### src/calendar_epoch_converter_top_assert.svh
// Assertion macros for the calendar epoch converter
`ifndef CALENDAR_EPOCH_CONVERTER_TOP_ASSERT_SVH
`define CALENDAR_EPOCH_CONVERTER_TOP_ASSERT_SVH

`ifndef ASSERT_OFF

// same-cycle implication
`define CEC_ASSERT_NOW(lbl, clk, rst_n, ante, cons) \
    lbl: assert property (@(posedge clk) disable iff (!rst_n) (ante) |-> (cons)) \
        else $error("cec: same-cycle check failed");

// next-cycle implication
`define CEC_ASSERT_NEXT(lbl, clk, rst_n, ante, cons) \
    lbl: assert property (@(posedge clk) disable iff (!rst_n) (ante) |=> (cons)) \
        else $error("cec: next-cycle check failed");

`else

`define CEC_ASSERT_NOW(lbl, clk, rst_n, ante, cons)
`define CEC_ASSERT_NEXT(lbl, clk, rst_n, ante, cons)

`endif

`endif

### src/cec_pkg.sv
// Types, constants and helper functions for the calendar epoch converter
package cec_pkg;

    typedef enum logic [1:0] {
        OP_PACK2EP = 2'd0,
        OP_EP2PACK = 2'd1,
        OP_BCD2EP  = 2'd2,
        OP_EP2BCD  = 2'd3
    } op_t;

    typedef struct packed {
        op_t         op;
        logic [31:0] packed_date;
        logic [31:0] epoch_in;
        logic [47:0] bcd_date;
    } req_t;

    typedef struct packed {
        logic [31:0] epoch_out;
        logic [31:0] packed_out;
        logic [47:0] bcd_out;
    } rsp_t;

    // day count of Jan 1 1970 offset for March-based year 1999
    localparam logic [15:0] YEAR_BASE_DAYS = 16'd10620;
    localparam logic [15:0] Y2K_DAYS       = 16'd10957;
    localparam logic [15:0] CLAMP_DAYS     = 16'd10967;
    localparam logic [15:0] QUAD_DAYS      = 16'd1461;
    localparam logic [16:0] SEC_PER_DAY    = 17'd86400;
    localparam logic [10:0] YEAR_LEAP_LEN  = 11'd366;
    localparam logic [10:0] YEAR_LEN       = 11'd365;

    // reciprocals: q = (x * M) >> K, exact over the value range used
    localparam logic [25:0] RCP_675  = 26'd50903317;  // K = 35, x < 2^25
    localparam logic [17:0] RCP_60W  = 18'd139811;    // K = 23, x < 86400
    localparam logic [10:0] RCP_60N  = 11'd1093;      // K = 16, x < 1440
    localparam logic [15:0] RCP_1461 = 16'd45934;     // K = 26, x < 38754

    // floor(367 * m / 12), m = 1..13
    localparam logic [8:0] CUM_367 [16] = '{
        9'd0,   9'd30,  9'd61,  9'd91,  9'd122, 9'd152, 9'd183, 9'd214,
        9'd244, 9'd275, 9'd305, 9'd336, 9'd367, 9'd397, 9'd0,   9'd0
    };

    // last day-of-year + 1 for each month, common year
    localparam logic [8:0] MONTH_END [12] = '{
        9'd31,  9'd59,  9'd90,  9'd120, 9'd151, 9'd181,
        9'd212, 9'd243, 9'd273, 9'd304, 9'd334, 9'd365
    };

    function automatic logic [8:0] month_end(input logic [3:0] j, input logic leap);
        logic [8:0] e;
        e = MONTH_END[j] + ((j != 4'd0) ? {8'd0, leap} : 9'd0);
        return e;
    endfunction

    function automatic logic [8:0] month_start(input logic [3:0] i, input logic leap);
        logic [8:0] s;
        s = (i == 4'd0) ? 9'd0 : month_end(i - 4'd1, leap);
        return s;
    endfunction

    function automatic logic [7:0] bcd_dec(input logic [7:0] b);
        logic [7:0] v;
        v = {1'b0, b[7:4], 3'b000} + {3'b000, b[7:4], 1'b0} + {4'd0, b[3:0]};
        return v;
    endfunction

    function automatic logic [7:0] bcd_enc(input logic [5:0] v);
        logic [13:0] p;
        logic [2:0]  q;
        logic [5:0]  r;
        p = 14'(v) * 14'd205;
        q = p[13:11];
        r = v - 6'(q) * 6'd10;
        return {1'b0, q, r[3:0]};
    endfunction

    typedef struct packed {
        op_t         op;
        logic [6:0]  yy;
        logic [3:0]  mm;
        logic [4:0]  dy;
        logic [4:0]  hh;
        logic [5:0]  mi;
        logic [5:0]  ss;
        logic [15:0] days;
        logic [16:0] tlo;
    } s1_t;

    typedef struct packed {
        op_t         op;
        logic [15:0] ydays;
        logic [16:0] tod;
        logic [16:0] sod;
        logic [15:0] dd;
    } s2_t;

    typedef struct packed {
        op_t         op;
        logic [31:0] ep;
        logic [16:0] sod;
        logic [10:0] mt;
        logic [15:0] dd;
        logic [4:0]  quad;
    } s3_t;

    typedef struct packed {
        op_t         op;
        logic [31:0] ep;
        logic [5:0]  ss;
        logic [10:0] mt;
        logic [4:0]  hh;
        logic [10:0] rem;
        logic [4:0]  quad;
    } s4_t;

    typedef struct packed {
        op_t         op;
        logic [31:0] ep;
        logic [5:0]  ss;
        logic [4:0]  hh;
        logic [5:0]  mi;
        logic [6:0]  year;
        logic [8:0]  yrem;
        logic        leap;
    } s5_t;

    typedef struct packed {
        op_t         op;
        logic [31:0] ep;
        logic [5:0]  ss;
        logic [4:0]  hh;
        logic [5:0]  mi;
        logic [6:0]  year;
        logic [8:0]  yrem;
        logic        leap;
        logic [3:0]  midx;
    } s6_t;

    typedef struct packed {
        op_t         op;
        logic [31:0] ep;
        logic [5:0]  year;
        logic [3:0]  mon;
        logic [4:0]  day;
        logic [4:0]  hh;
        logic [5:0]  mi;
        logic [5:0]  ss;
    } s7_t;

endpackage

### src/calendar_epoch_converter_top.sv
// Calendar epoch converter: eight-stage pipeline between calendar words and epoch seconds
//
//  channel | handshake            | payload
//  --------+----------------------+------------------
//  req     | req_valid/req_ready  | cec_pkg::req_t
//  rsp     | rsp_valid/rsp_ready  | cec_pkg::rsp_t
//
// One item per cycle while rsp_ready stays high; rsp_valid shows an item in stage 8.
// Depth set by the divide-by-constant chain (86400, 60, 60, 1461) and month search.
// Reset clears the stage valid bits only; payload registers are not reset.
// A stage holds when it is full and the next one cannot take its item;
// empty stages still fill, so bubbles close up under an output stall.

`include "calendar_epoch_converter_top_assert.svh"

module calendar_epoch_converter_top (
    input  logic           clk,
    input  logic           rst_n,
    input  logic           req_valid,
    output logic           req_ready,
    input  cec_pkg::req_t  req,
    output logic           rsp_valid,
    input  logic           rsp_ready,
    output cec_pkg::rsp_t  rsp
);

    logic [8:1] v_reg;
    logic [8:1] v_next;
    logic [8:1] rdy;

    cec_pkg::s1_t  s1_reg, s1_next;
    cec_pkg::s2_t  s2_reg, s2_next;
    cec_pkg::s3_t  s3_reg, s3_next;
    cec_pkg::s4_t  s4_reg, s4_next;
    cec_pkg::s5_t  s5_reg, s5_next;
    cec_pkg::s6_t  s6_reg, s6_next;
    cec_pkg::s7_t  s7_reg, s7_next;
    cec_pkg::rsp_t rsp_reg, rsp_next;

    // ---------------- flow control ----------------
    assign rdy[8] = !v_reg[8] || rsp_ready;
    assign rdy[7] = !v_reg[7] || rdy[8];
    assign rdy[6] = !v_reg[6] || rdy[7];
    assign rdy[5] = !v_reg[5] || rdy[6];
    assign rdy[4] = !v_reg[4] || rdy[5];
    assign rdy[3] = !v_reg[3] || rdy[4];
    assign rdy[2] = !v_reg[2] || rdy[3];
    assign rdy[1] = !v_reg[1] || rdy[2];

    assign req_ready = rdy[1];
    assign rsp_valid = v_reg[8];
    assign rsp       = rsp_reg;

    always_comb
    begin
        v_next[1] = rdy[1] ? req_valid : v_reg[1];
        v_next[2] = rdy[2] ? v_reg[1]  : v_reg[2];
        v_next[3] = rdy[3] ? v_reg[2]  : v_reg[3];
        v_next[4] = rdy[4] ? v_reg[3]  : v_reg[4];
        v_next[5] = rdy[5] ? v_reg[4]  : v_reg[5];
        v_next[6] = rdy[6] ? v_reg[5]  : v_reg[6];
        v_next[7] = rdy[7] ? v_reg[6]  : v_reg[7];
        v_next[8] = rdy[8] ? v_reg[7]  : v_reg[8];
    end

    always_ff @(posedge clk or negedge rst_n)
    begin
        if (!rst_n)
        begin
            v_reg <= '0;
        end
        else
        begin
            v_reg <= v_next;
        end
    end

    // ---------------- stage 1: field decode, days = t / 86400 ----------------
    always_comb
    begin
        logic [5:0]  yr;
        logic [3:0]  mo;
        logic        dec;
        logic [50:0] dprod;
        s1_next.op = req.op;
        if (req.op == cec_pkg::OP_BCD2EP)
        begin
            yr         = 6'(cec_pkg::bcd_dec(req.bcd_date[47:40]));
            mo         = 4'(cec_pkg::bcd_dec(req.bcd_date[39:32]));
            s1_next.dy = 5'(cec_pkg::bcd_dec(req.bcd_date[31:24]));
            s1_next.hh = 5'(cec_pkg::bcd_dec(req.bcd_date[23:16]));
            s1_next.mi = 6'(cec_pkg::bcd_dec(req.bcd_date[15:8]));
            s1_next.ss = 6'(cec_pkg::bcd_dec(req.bcd_date[7:0]));
        end
        else
        begin
            yr         = req.packed_date[31:26];
            mo         = req.packed_date[25:22];
            s1_next.dy = req.packed_date[21:17];
            s1_next.hh = req.packed_date[16:12];
            s1_next.mi = req.packed_date[11:6];
            s1_next.ss = req.packed_date[5:0];
        end
        // Jan and Feb count as months 11..12 of the previous year, month 0 as month 10
        dec        = (mo <= 4'd2);
        s1_next.yy = 7'(yr) + 7'd1 - 7'(dec);
        s1_next.mm = dec ? (mo + 4'd10) : (mo - 4'd2);
        dprod        = 51'(req.epoch_in[31:7]) * 51'(cec_pkg::RCP_675);
        s1_next.days = dprod[50:35];
        s1_next.tlo  = req.epoch_in[16:0];
    end

    always_ff @(posedge clk)
    begin
        if (rdy[1] && req_valid)
        begin
            s1_reg <= s1_next;
        end
    end

    // ---------------- stage 2: day count, time of day, clamp ----------------
    always_comb
    begin
        logic [32:0] dsec;
        logic [15:0] dclamp;
        s2_next.op    = s1_reg.op;
        s2_next.ydays = cec_pkg::YEAR_BASE_DAYS
                      + 16'(s1_reg.yy) * 16'd365
                      + 16'((8'(s1_reg.yy) + 8'd3) >> 2)
                      + 16'(cec_pkg::CUM_367[s1_reg.mm])
                      + 16'(s1_reg.dy);
        s2_next.tod   = 17'(s1_reg.hh) * 17'd3600
                      + 17'(s1_reg.mi) * 17'd60
                      + 17'(s1_reg.ss);
        dsec          = 33'(s1_reg.days) * 33'(cec_pkg::SEC_PER_DAY);
        s2_next.sod   = s1_reg.tlo - dsec[16:0];
        dclamp        = (s1_reg.days < cec_pkg::Y2K_DAYS) ? cec_pkg::CLAMP_DAYS : s1_reg.days;
        s2_next.dd    = dclamp - cec_pkg::Y2K_DAYS;
    end

    always_ff @(posedge clk)
    begin
        if (rdy[2] && v_reg[1])
        begin
            s2_reg <= s2_next;
        end
    end

    // ---------------- stage 3: epoch out, minutes of day, 4-year cycles ----------------
    always_comb
    begin
        logic [34:0] mprod;
        logic [31:0] qprod;
        s3_next.op   = s2_reg.op;
        s3_next.ep   = 32'(s2_reg.ydays) * 32'(cec_pkg::SEC_PER_DAY) + 32'(s2_reg.tod);
        mprod        = 35'(s2_reg.sod) * 35'(cec_pkg::RCP_60W);
        s3_next.mt   = mprod[33:23];
        qprod        = 32'(s2_reg.dd) * 32'(cec_pkg::RCP_1461);
        s3_next.quad = qprod[30:26];
        s3_next.sod  = s2_reg.sod;
        s3_next.dd   = s2_reg.dd;
    end

    always_ff @(posedge clk)
    begin
        if (rdy[3] && v_reg[2])
        begin
            s3_reg <= s3_next;
        end
    end

    // ---------------- stage 4: seconds, hours, remainder in cycle ----------------
    always_comb
    begin
        logic [16:0] sdiff;
        logic [15:0] rdiff;
        logic [21:0] hprod;
        s4_next.op   = s3_reg.op;
        s4_next.ep   = s3_reg.ep;
        sdiff        = s3_reg.sod - 17'(s3_reg.mt) * 17'd60;
        s4_next.ss   = sdiff[5:0];
        rdiff        = s3_reg.dd - 16'(s3_reg.quad) * cec_pkg::QUAD_DAYS;
        s4_next.rem  = rdiff[10:0];
        hprod        = 22'(s3_reg.mt) * 22'(cec_pkg::RCP_60N);
        s4_next.hh   = hprod[20:16];
        s4_next.mt   = s3_reg.mt;
        s4_next.quad = s3_reg.quad;
    end

    always_ff @(posedge clk)
    begin
        if (rdy[4] && v_reg[3])
        begin
            s4_reg <= s4_next;
        end
    end

    // ---------------- stage 5: minutes, year within cycle ----------------
    always_comb
    begin
        logic [10:0] mdiff;
        logic [10:0] r2;
        logic [1:0]  yoff;
        logic [10:0] yr_rem;
        s5_next.op = s4_reg.op;
        s5_next.ep = s4_reg.ep;
        s5_next.ss = s4_reg.ss;
        s5_next.hh = s4_reg.hh;
        mdiff      = s4_reg.mt - 11'(s4_reg.hh) * 11'd60;
        s5_next.mi = mdiff[5:0];
        r2         = s4_reg.rem - cec_pkg::YEAR_LEAP_LEN;
        if (s4_reg.rem < cec_pkg::YEAR_LEAP_LEN)
        begin
            yoff         = 2'd0;
            yr_rem       = s4_reg.rem;
            s5_next.leap = 1'b1;
        end
        else if (r2 >= 11'd730)
        begin
            yoff         = 2'd3;
            yr_rem       = r2 - 11'd730;
            s5_next.leap = 1'b0;
        end
        else if (r2 >= cec_pkg::YEAR_LEN)
        begin
            yoff         = 2'd2;
            yr_rem       = r2 - cec_pkg::YEAR_LEN;
            s5_next.leap = 1'b0;
        end
        else
        begin
            yoff         = 2'd1;
            yr_rem       = r2;
            s5_next.leap = 1'b0;
        end
        s5_next.year = {s4_reg.quad, yoff};
        s5_next.yrem = yr_rem[8:0];
    end

    always_ff @(posedge clk)
    begin
        if (rdy[5] && v_reg[4])
        begin
            s5_reg <= s5_next;
        end
    end

    // ---------------- stage 6: month index ----------------
    always_comb
    begin
        logic [3:0] cnt;
        cnt = 4'd0;
        for (int j = 0; j < 11; j++)
        begin
            cnt = cnt + 4'(s5_reg.yrem >= cec_pkg::month_end(4'(j), s5_reg.leap));
        end
        s6_next.op   = s5_reg.op;
        s6_next.ep   = s5_reg.ep;
        s6_next.ss   = s5_reg.ss;
        s6_next.hh   = s5_reg.hh;
        s6_next.mi   = s5_reg.mi;
        s6_next.year = s5_reg.year;
        s6_next.yrem = s5_reg.yrem;
        s6_next.leap = s5_reg.leap;
        s6_next.midx = cnt;
    end

    always_ff @(posedge clk)
    begin
        if (rdy[6] && v_reg[5])
        begin
            s6_reg <= s6_next;
        end
    end

    // ---------------- stage 7: day of month ----------------
    always_comb
    begin
        logic [8:0] dday;
        dday         = s6_reg.yrem - cec_pkg::month_start(s6_reg.midx, s6_reg.leap) + 9'd1;
        s7_next.op   = s6_reg.op;
        s7_next.ep   = s6_reg.ep;
        s7_next.year = s6_reg.year[5:0];
        s7_next.mon  = s6_reg.midx + 4'd1;
        s7_next.day  = dday[4:0];
        s7_next.hh   = s6_reg.hh;
        s7_next.mi   = s6_reg.mi;
        s7_next.ss   = s6_reg.ss;
    end

    always_ff @(posedge clk)
    begin
        if (rdy[7] && v_reg[6])
        begin
            s7_reg <= s7_next;
        end
    end

    // ---------------- stage 8: result formatting ----------------
    always_comb
    begin
        rsp_next = '0;
        case (s7_reg.op)
            cec_pkg::OP_PACK2EP, cec_pkg::OP_BCD2EP:
            begin
                rsp_next.epoch_out = s7_reg.ep;
            end
            cec_pkg::OP_EP2PACK:
            begin
                rsp_next.packed_out = {s7_reg.year, s7_reg.mon, s7_reg.day,
                                       s7_reg.hh, s7_reg.mi, s7_reg.ss};
            end
            cec_pkg::OP_EP2BCD:
            begin
                rsp_next.bcd_out = {cec_pkg::bcd_enc(s7_reg.year),
                                    cec_pkg::bcd_enc({2'b00, s7_reg.mon}),
                                    cec_pkg::bcd_enc({1'b0, s7_reg.day}),
                                    cec_pkg::bcd_enc({1'b0, s7_reg.hh}),
                                    cec_pkg::bcd_enc(s7_reg.mi),
                                    cec_pkg::bcd_enc(s7_reg.ss)};
            end
            default:
            begin
                rsp_next = '0;
            end
        endcase
    end

    always_ff @(posedge clk)
    begin
        if (rdy[8] && v_reg[7])
        begin
            rsp_reg <= rsp_next;
        end
    end

    // ---------------- checks ----------------
    logic [2:0] rsp_nz;
    assign rsp_nz = {rsp.epoch_out != '0, rsp.packed_out != '0, rsp.bcd_out != '0};

    `CEC_ASSERT_NOW(a_single_result_field, clk, rst_n, rsp_valid, $onehot0(rsp_nz))
    `CEC_ASSERT_NOW(a_month_index_range, clk, rst_n, v_reg[6], s6_reg.midx <= 4'd11)
    `CEC_ASSERT_NOW(a_cycle_rem_range, clk, rst_n, v_reg[4], s4_reg.rem < 11'(cec_pkg::QUAD_DAYS))
    `CEC_ASSERT_NEXT(a_stall_holds, clk, rst_n, v_reg[4] && !rdy[4], v_reg[4] && $stable(s4_reg))
    `CEC_ASSERT_NOW(a_empty_entry_ready, clk, rst_n, !v_reg[1], req_ready)

endmodule

### config.mk
export PLATFORM = sky130hd
export DESIGN_NAME = calendar_epoch_converter_top
export DESIGN_NICKNAME = d
export VERILOG_FILES = /design/src/cec_pkg.sv /design/src/calendar_epoch_converter_top.sv
export VERILOG_INCLUDE_DIRS = /design/src /design/src/src
export SDC_FILE = /design/constraint.sdc
export NUM_CORES = 2
export LEC_CHECK = 0
export BUFFER_PORTS_ARGS = -buffer_cell sky130_fd_sc_hd__buf_2
export CORE_MARGIN = 2
export CORE_UTILIZATION = 66
export CTS_CLUSTER_DIAMETER = 200
export CTS_CLUSTER_SIZE = 14
export DETAILED_ROUTE_END_ITERATION = 6
export GPL_ROUTABILITY_DRIVEN = 0
export PLACE_DENSITY = 0.85
export SLEW_MARGIN = 10
export SYNTH_ARGS = -nofsm -noshare
export SYNTH_HDL_FRONTEND = slang
export SYNTH_SLANG_ARGS = --single-unit
### constraint.sdc
create_clock -name clk -period 16.7 [get_ports clk]
set_clock_uncertainty 0.15 [all_clocks]
set_input_delay 4.175 -clock clk [delete_from_list [all_inputs] [get_ports clk]]
set_output_delay 4.175 -clock clk [all_outputs]
set_load 0.01 [all_outputs]
# Word-level counts from Yosys, hierarchy flattened
# Memory sizes are Yosys's and may differ from the RTL's.
# Cells that the tools add are included.
[classes]
bitwise = 2
eq_ne = 4
order_cmp = 18
muxes = 17
n_mul = 24
n_reduce_logical = 28
n_addsub = 63
[ops]
columns = ["op", "count"]
rows = [
  [">= comparator 9 bit", 7],
  ["multiplier 25 x 26 -> 51 bit (second input constant)", 1],
  ["two-way mux 9 bit", 5],
  ["multiplier 6 x 8 -> 14 bit (second input constant)", 3],
  ["multiplier 5 x 8 -> 13 bit (second input constant)", 3],
  ["adder 8 x 1 -> 9 bit (first input constant)", 4],
  ["multiplier 17 x 18 -> 34 bit (second input constant)", 1],
  ["adder 32 x 17 -> 32 bit", 1],
  ["multiplier 16 x 15 -> 30 bit (second input constant)", 1],
  ["adder 4 x 1 -> 4 bit", 7],
  ["adder 9 x 1 -> 9 bit (first input constant)", 3],
  ["multiplier 16 x 10 -> 25 bit (second input constant)", 1],
  ["subtractor 4 bit", 6],
  ["two-way mux 22 bit", 1],
  ["multiplier 11 x 11 -> 21 bit (second input constant)", 1],
  ["adder 6 x 4 -> 6 bit", 3],
  ["adder 6 x 5 -> 6 bit", 3],
  [">= comparator 9 x 8 -> 1 bit", 2],
  ["adder 17 x 12 -> 17 bit", 1],
  ["adder 17 x 6 -> 17 bit", 1],
  ["subtractor 17 bit", 1],
  ["adder 14 x 16 -> 16 bit (first input constant)", 1],
  ["adder 16 x 5 -> 16 bit", 1],
  ["adder 16 x 6 -> 16 bit", 1],
  ["other kinds (59)", 97],
]
[totals]
input_bits = 118
regBits = 589
rom_bits = 288
n_memories = 2
output_inout_bits = 114
[memory_table]
columns = ["name", "words", "width", "read_ports", "rd_clocked_by_memory_dff", "write_ports", "line", "rtl"]
rows = [
  ["(name not given)", 16, 9, 1, 0, 0, "cec_pkg.sv:53", "e = MONTH_END[j] + ((j != 4'd0) ? {8'd0, leap} : 9'd0);"],
  ["(name not given)", 16, 9, 1, 0, 0, "calendar_epoch_converter_top.sv:130", "+ 16'(cec_pkg::CUM_367[s1_reg.mm])"],
]

# Depth between registers and ports, before layout
[depth]
ltp_word = 12
depth_mapped = 26

# Worst setup path before layout
# OpenSTA, ideal clock, no wires.
[synth_timing]
kind = "input -> register"
startpoint = "input port req[74] (netlist name)"
endpoint = "register s1_reg[25] (netlist name) (data pin)"
t_required_ps = 16285
setup_ps = 265
arrival_time_ps = 9718
slack_ps = 6567
path_buffers = 0
stages = 22
cell_sequence = "fa_1 -> ha_1 -> inv_1 -> fa_1 -> fa_1 -> inv_1 -> fa_1 -> inv_1 -> fa_1 -> inv_1 -> fa_1 -> ha_1 -> a21o_1 -> a21o_1 -> a21oi_1 -> nor2_1 -> a2111oi_1 -> o21ai_2 -> a31o_2 -> a21oi_2 -> o211ai_1 -> xor2_1"
[synth_lines]
columns = ["item", "line", "rtl"]
rows = [
  ["start: declaration", "calendar_epoch_converter_top.sv:21", "input cec_pkg::req_t req,"],
  ["end signal: assignment", "calendar_epoch_converter_top.sv:117", "s1_reg <= s1_next;"],
  ["end: declaration", "calendar_epoch_converter_top.sv:31", "cec_pkg::s1_t s1_reg, s1_next;"],
]

==> metrics.yaml <==
outcome:
  outcome: "complete, no violations"
yosys:
  yosysWarnings: 0
  yosysSeqAreaShare: 0.331
  netlist_top_cells_area: "edfxtp_1, ha_1, fa_1"
  syn_area_sq_um: 52400
  syn_inst: 4448
  yosys.area.top_type: "edfxtp_1"
  synthDistinctLibCells: 84
  synth-seq-cells: 579
  synth_top_area_share: 0.327
  yosysMostFrequentCell: "ha_1"
  avgSynthCellArea_sq_um: 11.8
  synthFlopType: "edfxtp_1"
  async_flop_share: 0.0138
  synth-edff-count: 571
  synth_top_cells_by_count: "ha_1, inv_1, edfxtp_1, fa_1, xnor2_1"
setup_path:
  r2r_slack_ps: 10110
  endpoint_kind: "flip-flop"
  rr_worst_depth: 21
  crit_cells: 25
  cp.required_ps: 16900
  reg2reg_from: "s2_reg[10]"
  critical_path_class: "in2reg"
  start_kind: "input port"
  cp_max_fo: 12
  crit_arrival_ps: 10670
  crit_top_cell: "inv_1"
  critPathTopFamily: "adder cells"
  slowest_delay_ps: 550
  path_buf_inv: 7
  crit_slowest_cell: "fa_1"
  r2r_end: "s3_reg[4]"
timing:
  final_max_slew_viol_count: 0
  layout_min_cycle_time_ps: 10470
  worstMarginPinSlew_ps: 1030
  fin_setup_tns_ps: 0
  clock.fmax_ghz: 0.0955
  hold_violations: 0
  setup_viol: 0
  slew_headroom: 0.315
  final.period_utilization: 0.627
  rsz0062_at_grt: "false"
die:
  top_level_ports: 232
  die_width_microns: 286
  dieArea_sq_um: 81700
  core_region_area_sq_um: 78700
  rows: 103
  die_h_microns: 286
  start_util: 0.666
cts:
  cts_hold_buf: 0
  htreeDepth: 2
  max-clock-path-buffers: 3
  clk_latency_ps: 600
  clock_sinks: 579
  clock-root-buffer: "clkbuf_16"
  cts_buffers: 47
  cts_tree: "built"
  cts.repair.resized: 0
  path_clk_slew_ps: 70
  cts_setup_buffers: 0
route:
  met3_length_microns: 4380
  vias_per_cell: 5.52
  dr.max_layer_used: "met4"
  ant_nets: 0
  drt-met1-wl_microns: 40900
  post_drt_wl_per_cell_microns: 17.3
  route.met2.wl_microns: 51400
  dr.first_iter.drc_count: 1604
  dr.pass1.iters: 5
  route.detailed.drc: 0
  vias: 31700
  drt_wl_total_microns: 99800
job:
  cap_violations: 0
global_route:
  grt_overflow: 0
  grt_pass1_wl_microns: 168000
  grt_max_degree: 80
  antenna_found_initial: 1
  grtUsageTotal: 0.256
  grt_pass1_vias: 34400
finish:
  layout-drive-gt1-share: 0.0755
  largest_reg_flops: 102
  area_growth_pct: 6.85
  nFillCells: 5181
  fin_nets: 6323
worst_hold_path:
  hold_depth: 0
  min_to: "s7_reg[47]"
  hold_class: "reg2reg"
  hp-start: "s6_reg[53]"
place:
  io_buffers: 220
  place_hpwl_microns: 79500
[final cells by class]
class / count / area [sq um] / share of cell area
clock buffers: 63 / 1240 / 0.0221
inverters: 981 / 3680 / 0.0657
clock inverters: 4 / 66.3 / 0.00118
repair buffers: 230 / 1180 / 0.0210
flip-flops and latches: 579 / 17300 / 0.310
well taps: 1050 / 1310 / 0.0235
multi-input cells: 2844 / 31200 / 0.557
diodes: 1 / 2.50 / 0.0000447
[how the worst max path moves through the flow]
stage / endpoint / from
CTS: s1_reg[32] / req[60]
floorplan: s1_reg[25] / req[74]
finish: s1_reg[25] / req[60]
detailed placement: s1_reg[32] / req[60]
global route: s1_reg[27] / req[60]
global placement: s1_reg[25] / req[60]
[metal layers]
metal / track usage / vias up
li1: - / 15300
met1: 0.320 / 15500
met2: 0.468 / 773
met3: 0.0285 / 203
met4: 0.0770 / 0
met5: 0 / -
[per-stage QoR]
stage | setup slack [ps] | utilization | cells | hold slack [ps] | area [sq um]
2_1_floorplan | 6570 | - | 4457 | 250 | 52500
3_3_place_gp | 5800 | 0.695 | 5684 | 250 | 54700
3_5_place_dp | 5690 | 0.695 | 5684 | 255 | 54700
4_1_cts | 6310 | 0.711 | 5751 | 264 | 56000
5_1_grt | 5900 | 0.711 | 5751 | 272 | 56000
6_report | 6230 | 0.711 | 5752 | 264 | 56000
[cells by family after synthesis]
kind of cell,synth area share
adders and majority gates,0.431
buffers and inverters,0.0756
DFF,0.331
and+or+nand+nor,0.0509
AOI/OAI and AO/OA,0.0611
xor gates and xnor gates,0.0449
muxes,0.00566
other,0.0000715
[cell usage in the layout (no fill, tap or decap), types with 7 or more instances in the layout]
master / Yosys / final
or3_1: 10 / 10
nand2b_1: 29 / 28
o21a_1: 17 / 17
conb_1: 1 / 10
nor2b_1: 61 / 59
a21o_1: 78 / 78
nand3_1: 35 / 35
mux2_2: 21 / 21
nor2_1: 136 / 136
or2_2: 15 / 15
buf_2: 7 / 220
o21bai_1: 32 / 32
xnor2_1: 199 / 199
and2_1: 47 / 42
clkbuf_1: 26 / 16
dfrtp_1: 8 / 8
a31o_2: 7 / 7
and3_1: 23 / 23
edfxtp_1: 571 / 571
o21ai_1: 11 / 11
ha_1: 1052 / 1052
fa_1: 470 / 470
inv_1: 981 / 981
o31ai_1: 10 / 10
xor2_1: 66 / 66
o211ai_1: 11 / 11
buf_4: 13 / 10
nand4_1: 17 / 17
clkbuf_16: 0 / 47
a211oi_1: 9 / 9
a21boi_0: 7 / 7
a21oi_1: 161 / 161
nand2_1: 105 / 105
a31oi_1: 11 / 10
o21ai_0: 75 / 75
nor3_1: 19 / 19
Power is left out: the tool's default activity adds up to more than one toggle a clock period on the data nets, which glitch-free logic cannot reach.
